==> src/sv/pfc_pkg.sv <==
package pfc_pkg;

  localparam int ByteW = 8;
  localparam int SeqW = 6;
  localparam int CrcW = 16;
  localparam int SlotW = 3;

  localparam logic [ByteW-1:0] MaxData = 8'd250;
  localparam logic [ByteW-1:0] LenOverhead = 8'd5;
  localparam logic [CrcW-1:0] CrcPoly = 16'h1021;
  localparam logic [ByteW-1:0] StartMarkReset = 8'h01;
  localparam logic [ByteW-1:0] EndCharReset = 8'h0D;

  localparam logic ModeHeader = 1'b0;
  localparam logic ModeData = 1'b1;

  typedef enum logic [0:0] {
    CFG_START_MARK = 1'b0,
    CFG_END_CHAR   = 1'b1
  } cfg_idx_t;

  // closing slots that follow the literal bytes of a group
  localparam logic [SlotW-1:0] SlotCrcLo = 3'd0;
  localparam logic [SlotW-1:0] SlotCrcHi = 3'd1;
  localparam logic [SlotW-1:0] SlotEnd = 3'd2;

  // one item's worth of output bytes: up to four literals plus an optional close
  typedef struct packed {
    logic [3:0][ByteW-1:0] lit;
    logic [SlotW-1:0]      nlit;
    logic                  restart;
    logic                  close_pkt;
  } grp_t;

  function automatic logic [CrcW-1:0] crc_byte(input logic [CrcW-1:0] crc,
                                               input logic [ByteW-1:0] b);
    logic [CrcW-1:0] c;
    c = crc ^ {b, 8'h00};
    for (int i = 0; i < 8; i++) begin
      c = c[CrcW-1] ? ({c[CrcW-2:0], 1'b0} ^ CrcPoly) : {c[CrcW-2:0], 1'b0};
    end
    return c;
  endfunction

endpackage

==> src/sv/pfc_in_if.sv <==
interface pfc_in_if;
  logic                        valid;
  logic                        ready;
  logic                        mode;
  logic [pfc_pkg::ByteW-1:0]   packet_type;
  logic [pfc_pkg::SeqW-1:0]    seq_num;
  logic [pfc_pkg::ByteW-1:0]   data_len;
  logic [pfc_pkg::ByteW-1:0]   data_byte;

  modport source(output valid, mode, packet_type, seq_num, data_len, data_byte,
                 input ready);
  modport sink(input valid, mode, packet_type, seq_num, data_len, data_byte,
               output ready);
endinterface

==> src/sv/pfc_out_if.sv <==
interface pfc_out_if;
  logic                      valid;
  logic                      ready;
  logic [pfc_pkg::ByteW-1:0] out_byte;
  logic                      end_of_packet;

  modport source(output valid, out_byte, end_of_packet, input ready);
  modport sink(input valid, out_byte, end_of_packet, output ready);
endinterface

==> src/sv/pfc_cfg_if.sv <==
interface pfc_cfg_if;
  logic                      valid;
  logic                      ready;
  logic [0:0]                index;
  logic [pfc_pkg::ByteW-1:0] data;

  modport source(output valid, index, data, input ready);
  modport sink(input valid, index, data, output ready);
endinterface

==> src/sv/packet_framer_crc16.sv <==
// an item is held in pfc_ctrl's input stage, then in pfc_emit's cur register
// throughput: one output byte per cycle while out_ch.ready is high; a data
// byte gives one byte, the last data byte four, a header four, or seven for an
// empty packet (output port bound); crc takes in each literal byte as it leaves
// reset clears all valid flags, packet state and crc, and sets start_mark to
// 0x01 and end_char to 0x0D
module packet_framer_crc16 (
  input  logic      clk,
  input  logic      rst,
  pfc_in_if.sink    in_ch,
  pfc_out_if.source out_ch,
  pfc_cfg_if.sink   cfg
);

  logic [pfc_pkg::ByteW-1:0] start_mark;
  logic [pfc_pkg::ByteW-1:0] end_char;

  pfc_pkg::grp_t grp;
  logic          grp_valid;
  logic          grp_ready;

  assign cfg.ready = 1'b1;

  always_ff @(posedge clk) begin
    if (rst) begin
      start_mark <= pfc_pkg::StartMarkReset;
      end_char <= pfc_pkg::EndCharReset;
    end else if (cfg.valid && cfg.ready) begin
      case (pfc_pkg::cfg_idx_t'(cfg.index))
        pfc_pkg::CFG_START_MARK: start_mark <= cfg.data;
        pfc_pkg::CFG_END_CHAR: end_char <= cfg.data;
        default: ;
      endcase
    end
  end

  pfc_ctrl u_ctrl (
    .clk        (clk),
    .rst        (rst),
    .in_ch      (in_ch),
    .start_mark (start_mark),
    .grp        (grp),
    .grp_valid  (grp_valid),
    .grp_ready  (grp_ready)
  );

  pfc_emit u_emit (
    .clk       (clk),
    .rst       (rst),
    .grp       (grp),
    .grp_valid (grp_valid),
    .grp_ready (grp_ready),
    .end_char  (end_char),
    .out_ch    (out_ch)
  );

endmodule

==> src/sv/pfc_ctrl.sv <==
module pfc_ctrl (
  input  logic                      clk,
  input  logic                      rst,
  pfc_in_if.sink                    in_ch,
  input  logic [pfc_pkg::ByteW-1:0] start_mark,
  output pfc_pkg::grp_t             grp,
  output logic                      grp_valid,
  input  logic                      grp_ready
);

  logic                      s_valid;
  logic                      s_mode;
  logic [pfc_pkg::ByteW-1:0] s_type;
  logic [pfc_pkg::SeqW-1:0]  s_seq;
  logic [pfc_pkg::ByteW-1:0] s_len;
  logic [pfc_pkg::ByteW-1:0] s_byte;

  logic [pfc_pkg::ByteW-1:0] bytes_left;
  logic [pfc_pkg::ByteW-1:0] bytes_left_next;
  logic                      packet_open;
  logic                      packet_open_next;

  logic [pfc_pkg::ByteW-1:0] len_sat;
  logic                      drop;
  logic                      advance;

  always_comb begin
    len_sat = (s_len > pfc_pkg::MaxData) ? pfc_pkg::MaxData : s_len;
    // data with no open packet is swallowed without results
    drop = (s_mode == pfc_pkg::ModeData) && (!packet_open || bytes_left == '0);
    advance = s_valid && (drop || grp_ready);
    in_ch.ready = !s_valid || advance;
    grp_valid = s_valid && !drop;

    grp = '0;
    bytes_left_next = bytes_left;
    packet_open_next = packet_open;
    if (s_mode == pfc_pkg::ModeHeader) begin
      grp.lit[0] = start_mark;
      grp.lit[1] = len_sat + pfc_pkg::LenOverhead;
      grp.lit[2] = {2'b00, s_seq};
      grp.lit[3] = s_type;
      grp.nlit = 3'd4;
      grp.restart = 1'b1;
      grp.close_pkt = (len_sat == '0);
      bytes_left_next = len_sat;
      packet_open_next = (len_sat != '0);
    end else begin
      grp.lit[0] = s_byte;
      grp.nlit = 3'd1;
      grp.restart = 1'b0;
      grp.close_pkt = (bytes_left == 8'd1);
      bytes_left_next = bytes_left - 8'd1;
      packet_open_next = (bytes_left != 8'd1);
    end
  end

  always_ff @(posedge clk) begin
    if (rst) begin
      s_valid <= 1'b0;
    end else if (in_ch.ready) begin
      s_valid <= in_ch.valid;
    end
  end

  always_ff @(posedge clk) begin
    if (in_ch.ready && in_ch.valid) begin
      s_mode <= in_ch.mode;
      s_type <= in_ch.packet_type;
      s_seq <= in_ch.seq_num;
      s_len <= in_ch.data_len;
      s_byte <= in_ch.data_byte;
    end
  end

  always_ff @(posedge clk) begin
    if (rst) begin
      bytes_left <= '0;
      packet_open <= 1'b0;
    end else if (advance && !drop) begin
      bytes_left <= bytes_left_next;
      packet_open <= packet_open_next;
    end
  end

endmodule

==> src/sv/pfc_emit.sv <==
module pfc_emit (
  input  logic                      clk,
  input  logic                      rst,
  input  pfc_pkg::grp_t             grp,
  input  logic                      grp_valid,
  output logic                      grp_ready,
  input  logic [pfc_pkg::ByteW-1:0] end_char,
  pfc_out_if.source                 out_ch
);

  logic                        busy;
  pfc_pkg::grp_t               cur;
  logic [pfc_pkg::SlotW-1:0]   idx;
  logic [pfc_pkg::CrcW-1:0]    running_crc;
  logic [pfc_pkg::CrcW-1:0]    running_crc_next;

  logic [pfc_pkg::SlotW-1:0]   close_slot;
  logic                        in_lit;
  logic                        last;
  logic                        xfer;
  logic                        load;
  logic [pfc_pkg::CrcW-1:0]    crc_base;

  always_comb begin
    in_lit = (idx < cur.nlit);
    close_slot = idx - cur.nlit;
    last = cur.close_pkt ? (idx == cur.nlit + pfc_pkg::SlotEnd) : (idx == cur.nlit - 3'd1);
    xfer = out_ch.valid && out_ch.ready;
    grp_ready = !busy || (xfer && last);
    load = grp_valid && grp_ready;

    out_ch.valid = busy;
    out_ch.end_of_packet = 1'b0;
    if (in_lit) begin
      out_ch.out_byte = cur.lit[idx[1:0]];
    end else begin
      case (close_slot)
        pfc_pkg::SlotCrcLo: out_ch.out_byte = running_crc[7:0];
        pfc_pkg::SlotCrcHi: out_ch.out_byte = running_crc[15:8];
        pfc_pkg::SlotEnd: begin
          out_ch.out_byte = end_char;
          out_ch.end_of_packet = 1'b1;
        end
        default: out_ch.out_byte = end_char;
      endcase
    end

    // the mark byte starts the crc afresh
    crc_base = (cur.restart && idx == '0) ? '0 : running_crc;
    running_crc_next = running_crc;
    if (in_lit) begin
      running_crc_next = pfc_pkg::crc_byte(crc_base, out_ch.out_byte);
    end else if (close_slot == pfc_pkg::SlotEnd) begin
      running_crc_next = '0;
    end
  end

  always_ff @(posedge clk) begin
    if (rst) begin
      busy <= 1'b0;
      idx <= '0;
    end else if (load) begin
      busy <= 1'b1;
      idx <= '0;
    end else if (xfer && last) begin
      busy <= 1'b0;
    end else if (xfer) begin
      idx <= idx + 3'd1;
    end
  end

  always_ff @(posedge clk) begin
    if (load) begin
      cur <= grp;
    end
  end

  always_ff @(posedge clk) begin
    if (rst) begin
      running_crc <= '0;
    end else if (xfer) begin
      running_crc <= running_crc_next;
    end
  end

endmodule
==> src/flat_wrapper.sv <==
// flat-port wrapper written by rule: the top's interface ports become plain ports
module packet_framer_crc16_flat 
  (clk, rst, in_ch_valid, in_ch_mode, in_ch_packet_type, in_ch_seq_num, in_ch_data_len, in_ch_data_byte, in_ch_ready, out_ch_valid, out_ch_out_byte, out_ch_end_of_packet, out_ch_ready, cfg_valid, cfg_index, cfg_data, cfg_ready);
  pfc_in_if in_ch_i ();
  pfc_out_if out_ch_i ();
  pfc_cfg_if cfg_i ();
  input  logic clk;
  input  logic rst;
  input wire logic [$bits(in_ch_i.valid)-1:0] in_ch_valid;
  input wire logic [$bits(in_ch_i.mode)-1:0] in_ch_mode;
  input wire logic [$bits(in_ch_i.packet_type)-1:0] in_ch_packet_type;
  input wire logic [$bits(in_ch_i.seq_num)-1:0] in_ch_seq_num;
  input wire logic [$bits(in_ch_i.data_len)-1:0] in_ch_data_len;
  input wire logic [$bits(in_ch_i.data_byte)-1:0] in_ch_data_byte;
  output wire logic [$bits(in_ch_i.ready)-1:0] in_ch_ready;
  output wire logic [$bits(out_ch_i.valid)-1:0] out_ch_valid;
  output wire logic [$bits(out_ch_i.out_byte)-1:0] out_ch_out_byte;
  output wire logic [$bits(out_ch_i.end_of_packet)-1:0] out_ch_end_of_packet;
  input wire logic [$bits(out_ch_i.ready)-1:0] out_ch_ready;
  input wire logic [$bits(cfg_i.valid)-1:0] cfg_valid;
  input wire logic [$bits(cfg_i.index)-1:0] cfg_index;
  input wire logic [$bits(cfg_i.data)-1:0] cfg_data;
  output wire logic [$bits(cfg_i.ready)-1:0] cfg_ready;
  assign in_ch_i.valid = in_ch_valid;
  assign in_ch_i.mode = in_ch_mode;
  assign in_ch_i.packet_type = in_ch_packet_type;
  assign in_ch_i.seq_num = in_ch_seq_num;
  assign in_ch_i.data_len = in_ch_data_len;
  assign in_ch_i.data_byte = in_ch_data_byte;
  assign in_ch_ready = in_ch_i.ready;
  assign out_ch_valid = out_ch_i.valid;
  assign out_ch_out_byte = out_ch_i.out_byte;
  assign out_ch_end_of_packet = out_ch_i.end_of_packet;
  assign out_ch_i.ready = out_ch_ready;
  assign cfg_i.valid = cfg_valid;
  assign cfg_i.index = cfg_index;
  assign cfg_i.data = cfg_data;
  assign cfg_ready = cfg_i.ready;
  packet_framer_crc16 u_core (.clk(clk), .rst(rst), .in_ch(in_ch_i), .out_ch(out_ch_i), .cfg(cfg_i));
endmodule
==> config.mk <==
export PLATFORM = sky130hd
export DESIGN_NAME = packet_framer_crc16_flat
export DESIGN_NICKNAME = d
export VERILOG_FILES = /design/src/sv/pfc_pkg.sv /design/src/sv/pfc_in_if.sv /design/src/sv/pfc_out_if.sv /design/src/sv/pfc_cfg_if.sv /design/src/sv/packet_framer_crc16.sv /design/src/sv/pfc_ctrl.sv /design/src/sv/pfc_emit.sv /design/src/flat_wrapper.sv
export SDC_FILE = /design/constraint.sdc
export NUM_CORES = 1
export LEC_CHECK = 0
export BUFFER_PORTS_ARGS = -buffer_cell sky130_fd_sc_hd__buf_2
export CORE_ASPECT_RATIO = 0.7
export CORE_MARGIN = 2
export CORE_UTILIZATION = 55
export CTS_BUF_LIST = sky130_fd_sc_hd__clkbuf_4
export DETAILED_ROUTE_END_ITERATION = 6
export PLACE_DENSITY_LB_ADDON = 0.05
export SKIP_LAST_GASP = 1
export SLEW_MARGIN = 10
export SYNTH_ARGS = -nofsm -noshare
export SYNTH_HDL_FRONTEND = slang
export SYNTH_SLANG_ARGS = --single-unit
==> constraint.sdc <==
create_clock -name clk -period 4.05 [get_ports clk]
set_clock_uncertainty 0.05 [all_clocks]
set_input_delay 0.81 -clock clk [delete_from_list [all_inputs] [get_ports clk]]
set_output_delay 0.81 -clock clk [all_outputs]
set_load 0.02 [all_outputs]
==> metrics.md, run 1 <==
| Metric | Value |
|---|---|
| Layout area overhead | 9.47% |
| Main synth FF type | edfxtp_1 |
| Max clock buf depth | 2 |
| Synth Warn # | 0 |
| Worst Hold Path Cells | 2 |
| # hold bufs at CTS | 0 |
| Post-cts resize count | 0 |
| First-pass DRT Iterations | 5 |
| Slew margin rel. | 36.2% |
| Final period util | 85.0% |
| RR Startpoint | u_core.u_emit.cur[2]$_DFFE_PP_ |
| Hold path endpoint | u_core.end_char[6]$_SDFFE_PP0P_ |
| GRT overflow | 0 |
| Antenna violations before repair | 0 |
| CTS H-Tree Depth | 3 |
| Post CTS Setup Buffer Count | 0 |
| Reg clk slew, reported paths | 0.16 ns |
| CTS sink count | 110 |
| Mapped Nets | 546 |
| Async set or reset register ratio after synthesis | 0% |
| Via density | 5.51 |
| Tot GR Track Use | 21.8% |
| Final core utilization | 61.0% |
| FF-to-FF path depth | 8 |
| Reg2reg end | u_core.u_emit.running_crc[3]$_SDFFE_PP0P_ |
| RSZ-0062 raised after global routing | false |
| Fmax | 0.291 GHz |
| Largest net degree at the start of global routing | 44 |
| Slew Viols, Final | 0 |
| DR vias | 3694 |
| CP startpoint kind | flop |
| Worst EP required | 3.19 ns |
| Yosys reg bits | 110 |
| Pwr dens | 362 nW/um2 |
| Synthesized area | 5340 um2 |
| Die Wd | 122 um |
| Critical path class | flop to output pin |
| Synthesized area per cell | 10.9 um2 |
| I/O pin count | 57 |
| Number of global-route vias before repair | 3519 |
| R2r setup slk | 1.20 ns |
| Slew @ Worst Pin | 0.955 ns |
| Seq/Total Area, Yosys | 53.3% |
| Layout cells sized above 1 | 20.7% |
| CTS buffer count | 9 |
| Final setup vio count | 0 |
| Hold WS | 0.429 ns |
| Die Height | 86.4 um |
| Worst vdd ir | 242 uV |
| Critical Path Fanout Max | 17 |
| DRT antenna net count | 0 |
| Die ar. | 10500 um2 |
| Worst skew pair latency | 0.48 ns |
| Worst setup EP type | output pin |
| Final GP Congestion | 0.827 |
| Post-synth EDFFs | 64 |
| WL/cell | 15.9 um |
| Initial DRC count | 267 |
| Number of max-cap violations | 0 |
| Fin nets | 593 |
| CTS root buf | clkbuf_4 |
| ANT cells | 0 |
| Fin cells | 670 |
| # DRC | 0 |
| Cell variety after synth | 55 |
| Status | completed |
| Hold wc startpoint | u_core.end_char[6]$_SDFFE_PP0P_ |
| Tmin final | 3.44 ns |
| Syn Inst Count | 490 |
| Hold Path Class | flop to flop |
| Final hold violation count | 0 |
| Fillers | 825 |
| Port bufs | 55 |
| Floorplan row count | 30 |
| Initial core utilization | 55.8% |
| Power, Total | 2.11 mW |
| First-pass GRT wire length | 17300 um |
| DP Wirelength | 7650 um |
| CP Data Arrival Time | 2.58 ns |
| Final wirelength | 10600 um |
| CORE AREA | 9570 um2 |
| Placed Cells | 654 |
| Leak Pwr | 2.18 nW |
| CTS tree | yes |
| Final setup TNS | 0 ns |
cell usage after synthesis (all sizes together), types with 6 or more instances:
cell type	number	area share, %
inv	18	1.3
and3	7	0.82
nand3b	6	0.84
nor2b	18	2.1
mux2	11	2.3
nand3	7	0.66
buf	7	1.1
a21oi	30	2.8
nor2	33	2.3
nor3	8	0.75
xor2	11	2.1
mux4	6	2.5
edfxtp	64	36
o31ai	8	2.5
ha	11	2.6
o211ai	7	0.98
mux2i	9	1.7
xnor2	21	4.0
nand2	76	5.3
dfxtp	46	17
a22oi	14	2.0
clkbuf	18	1.3
o21ai	20	1.9
power by group:
group	leakage, nW	switching, mW	internal [mW]
Combinational	1.12	0.186	0.133
Clock	0.0718	0.376	0.149
Sequential	0.984	0.0288	1.24
stage by stage:
step	instance area [um2]	setup slack (ns)
global placement	5710	1.24
finish	5840	0.608
floorplan	5340	0.854
global route	5840	0.443
detailed placement	5710	1.17
CTS	5840	0.590
cell families after synthesis:
kind of cell | count (synthesis) | share of synthesized area (%)
other cells | 1 | 0.0703
xor+xnor | 32 | 6.09
buf+inv | 44 | 3.68
fa+ha+maj | 11 | 2.58
compound gates | 96 | 13.0
simple gates | 170 | 14.7
mux | 26 | 6.54
flops | 110 | 53.3
flip-flops by register name, indices dropped and copies added (netlist names):
| name | count |
|---|---|
| u_core.u_emit.running_crc | 16 |
| u_core.u_emit.out_ch.valid | 1 |
| u_core.u_ctrl.s_mode | 1 |
| u_core.end_char | 8 |
| u_core.u_ctrl.s_valid | 1 |
| u_core.u_emit.cur | 33 |
| u_core.u_ctrl.bytes_left | 8 |
| u_core.u_ctrl.s_type | 8 |
| u_core.start_mark | 8 |
| u_core.u_ctrl.s_byte | 8 |
| u_core.u_emit.idx | 3 |
| u_core.u_ctrl.packet_open | 1 |
| u_core.u_ctrl.s_seq | 6 |
| u_core.u_ctrl.s_len | 8 |
worst max-delay path by stage:
stage          cells past startpoint                                startpoint  slack [ns]                           endpoint
4_1_cts                            6            u_core.u_emit.cur[2]$_DFFE_PP_        0.59                 out_ch_out_byte[7]
6_report                           6            u_core.u_emit.cur[2]$_DFFE_PP_        0.61                 out_ch_out_byte[7]
2_1_floorplan                      5  u_core.u_ctrl.bytes_left[4]$_SDFFE_PP0P_        0.85  u_core.u_ctrl.s_byte[0]$_DFFE_PP_
3_3_place_gp                       6            u_core.u_emit.cur[2]$_DFFE_PP_        1.24                 out_ch_out_byte[7]
3_5_place_dp                       5  u_core.u_ctrl.bytes_left[4]$_SDFFE_PP0P_        1.17     u_core.u_ctrl.s_mode$_DFFE_PP_
5_1_grt                            6            u_core.u_emit.cur[2]$_DFFE_PP_        0.44                 out_ch_out_byte[7]
critical path, stage by stage, from the launching register on:
cell      delay, ns
edfxtp_1       0.46
ha_1           0.23
ha_1           0.57
a21oi_1        0.17
or3_1          0.44
nand2_1        0.08
buf_2          0.15
cells in the final DEF, fill, tap and decap left out, types with 4 or more instances in the layout:
cell type,n
dfxtp_1,46
o21ai_0,17
xor2_1,9
a21oi_1,29
o31ai_4,5
a22oi_1,14
mux4_2,6
o211ai_1,7
buf_4,6
mux2i_1,9
and3_1,7
edfxtp_1,64
nor2_1,32
xnor2_1,17
clkbuf_4,10
mux2_2,11
nand3_1,7
nand2_1,76
xnor2_2,4
buf_2,55
inv_1,17
nand3b_1,6
nor2b_1,18
ha_1,11
nor3_1,8
per-layer routing:
metal	routed length, um	vias to the layer above	GRT usage [%]	share of wire (%)
met2	4880	110	34.7	46
met5	0	-	0	0
met4	91	0	4.28	0.85
li1	-	1832	-	-
met1	5020	1744	30.1	47
met3	646	8	6.25	6.1
cell type report:
type	count	area, um2	share of cell area (%)
flip-flops and latches	110	2840	48.7
multi-input cells	336	2320	39.7
repair buffers	61	320	5.48
well taps	128	160	2.74
clock buffers	10	75.1	1.28
inverters	19	71.3	1.22
clock inverters	6	56.3	0.964
(Power assumes the default switching activity.)
==> inputs of run 2 (changes only) <==
- clock period: 4.05 -> 3.6 ns (I/O delays scaled with it)
==> metrics.md, run 2 (synthesis gave the netlist of run 1 again) <==
| Metric | Value |
|---|---|
| First-pass GRT wire length | 17200 um (-0.76%) |
| Number of global-route vias before repair | 3362 (-4.5%) |
| # hold bufs at CTS | 0 (unchanged) |
| Floorplan row count | 30 (unchanged) |
| CTS sink count | 110 (unchanged) |
| Most common cell after layout, fill and taps aside | nand2_1 |
| Die Wd | 122 um (unchanged) |
| FF-to-FF path depth | 5 (-3) |
| Largest net degree at the start of global routing | 44 (unchanged) |
| Die Height | 86.4 um (unchanged) |
| Worst skew pair latency | 0.49 ns (about the same) |
| Hold WS | 0.336 ns (-0.0931 ns) |
| DR vias | 3682 (-0.32%) |
| CTS buffer count | 9 (unchanged) |
| Biggest register | u_core.u_emit.cur |
| GR Layer Usage met3 | 6.51% (+0.26 points) |
| ANT cells | 0 (unchanged) |
| Failing checks | design-rule violations |
| GRT Max-Usage Layer | met2 |
| Initial DRC count | 334 (+25%) |
| RR Startpoint | u_core.u_ctrl.bytes_left[4]$_SDFFE_PP0P_ |
| Final hold violation count | 0 (unchanged) |
| Fmax | 0.296 GHz |
| DRT antenna net count | 0 (unchanged) |
| Tmin final | 3.37 ns |
| WL/cell | 16.2 um (+1.7%) |
| Reg2reg end | u_core.u_ctrl.s_byte[0]$_DFFE_PP_ |
| Power, Total | 2.42 mW (+15%) |
| Slew margin rel. | 35.0% (-1.2 points) |
| Post-cts resize count | 0 (unchanged) |
| Max clock buf depth | 2 (unchanged) |
| Worst EP required | 2.83 ns (-0.36 ns) |
| Initial core utilization | 55.8% (unchanged) |
| CTS tree | yes |
| I/O pin count | 57 (unchanged) |
| Slew @ Worst Pin | 0.973 ns (+0.0178 ns) |
| Hold Path Class | input port to flop |
| Biggest regs | u_core.u_emit.cur x33, u_core.u_emit.running_crc x16 |
| Worst Hold Path Cells | 1 (-1) |
| CP startpoint kind | flop |
| Pwr dens | 412 nW/um2 (+14%) |
| Critical path class | flop to output pin |
| RSZ-0062 raised after global routing | false |
| Slew Viols, Final | 0 (unchanged) |
| Final core utilization | 61.4% (+0.38 points) |
| Post CTS Setup Buffer Count | 0 (unchanged) |
| Final setup TNS | 0 ns (unchanged) |
| Layout cells sized above 1 | 20.5% (-0.15 points) |
| Layout area overhead | 10.2% |
| GRT overflow | 0 (unchanged) |
| Final period util | 93.7% |
| CP Capture Point | out_ch_out_byte[6] |
| Fin nets | 592 (-0.17%) |
| Worst Setup SP | u_core.u_emit.cur[2]$_DFFE_PP_ |
| Final wirelength | 10800 um (+1.6%) |
| Status | finished with violations |
| Reg clk slew, reported paths | 0.19 ns (+0.03 ns) |
| Tot GR Track Use | 21.7% (-0.074 points) |
| Final GP Congestion | 0.837 (+1.2%) |
| Met2 Usage GRT | 32.2% (-2.5 points) |
| CORE AREA | 9570 um2 (unchanged) |
| Worst vdd ir | 251 uV (+3.7%) |
| Most frequent cells in the layout | 76 x nand2_1, 64 x edfxtp_1, 55 x buf_2 |
| Number of max-cap violations | 0 (unchanged) |
| Antenna violations before repair | 0 (unchanged) |
| First-pass DRT Iterations | 7 (+2) |
| CTS root buf | clkbuf_4 |
| CP Data Arrival Time | 2.60 ns (+0.02 ns) |
| Port bufs | 55 (unchanged) |
| Final setup vio count | 0 (unchanged) |
| GRT met1 Usage | 31.3% (+1.3 points) |
| Fillers | 791 (-4.1%) |
| Leak Pwr | 2.19 nW (+0.45%) |
| Max reg flops | 33 (unchanged) |
| # DRC | 2 (+2) |
| CTS H-Tree Depth | 3 (unchanged) |
| R2r setup slk | 0.70 ns (-0.50 ns) |
| Die ar. | 10500 um2 (unchanged) |
| Worst setup EP type | output pin |
| DP Wirelength | 7840 um (+2.4%) |
| Critical Path Fanout Max | 9 (-8) |
| Via density | 5.50 (-0.18%) |
-- run 2: report_power, final --
part,switching [mW],leakage [nW],internal [mW]
clock network,0.459,0.0816,0.171
registers,0.0328,0.984,1.39
logic,0.212,1.12,0.151
total,0.703,2.19,1.72
-- run 2: how the worst min path moves through the flow --
stage,startpoint,to,slack [ns]
floorplan,u_core.u_ctrl.s_mode$_DFFE_PP_,u_core.u_emit.cur[2]$_DFFE_PP_,0.37
global placement,u_core.start_mark[4]$_SDFFE_PP0P_,u_core.start_mark[4]$_SDFFE_PP0P_,0.40
detailed placement,u_core.end_char[5]$_SDFFE_PP0P_,u_core.end_char[5]$_SDFFE_PP0P_,0.41
CTS,in_ch_packet_type[3],u_core.u_ctrl.s_type[3]$_DFFE_PP_,0.31
global route,in_ch_packet_type[3],u_core.u_ctrl.s_type[3]$_DFFE_PP_,0.26
finish,in_ch_data_byte[3],u_core.u_ctrl.s_byte[3]$_DFFE_PP_,0.34
-- run 2: cell type report --
class,count,area (um2),share of cell area [%]
well taps,128,160,2.72
clock inverters,7,83.8,1.43
multi-input cells,336,2330,39.6
flip-flops and latches,110,2840,48.4
inverters,19,71.3,1.21
repair buffers,60,325,5.53
clock buffers,9,67.6,1.15
-- run 2: stage by stage --
step	setup WS, ns	instance area (um2)	cells
final	0.227	5880	669
after global routing	0.0157	5880	669
after CTS	0.0735	5870	669
after detailed placement	0.647	5720	653
after global placement	0.704	5720	653
after floorplan	0.404	5340	490
-- run 2: routing by layer --
metal | wire length (um) | part of all wire, % | vias up
li1 | - | - | 1830
met2 | 4810 | 44 | 99
met1 | 5340 | 49 | 1742
met4 | 136 | 1.3 | 0
met5 | 0 | 0 | -
met3 | 524 | 4.8 | 11
-- run 2: worst max-delay path, cell delays in order (launching register included) --
cell and delay (ns):
edfxtp_1 0.47, ha_1 0.65, mux2_2 0.41, o211a_1 0.22, o21bai_1 0.18, buf_2 0.19
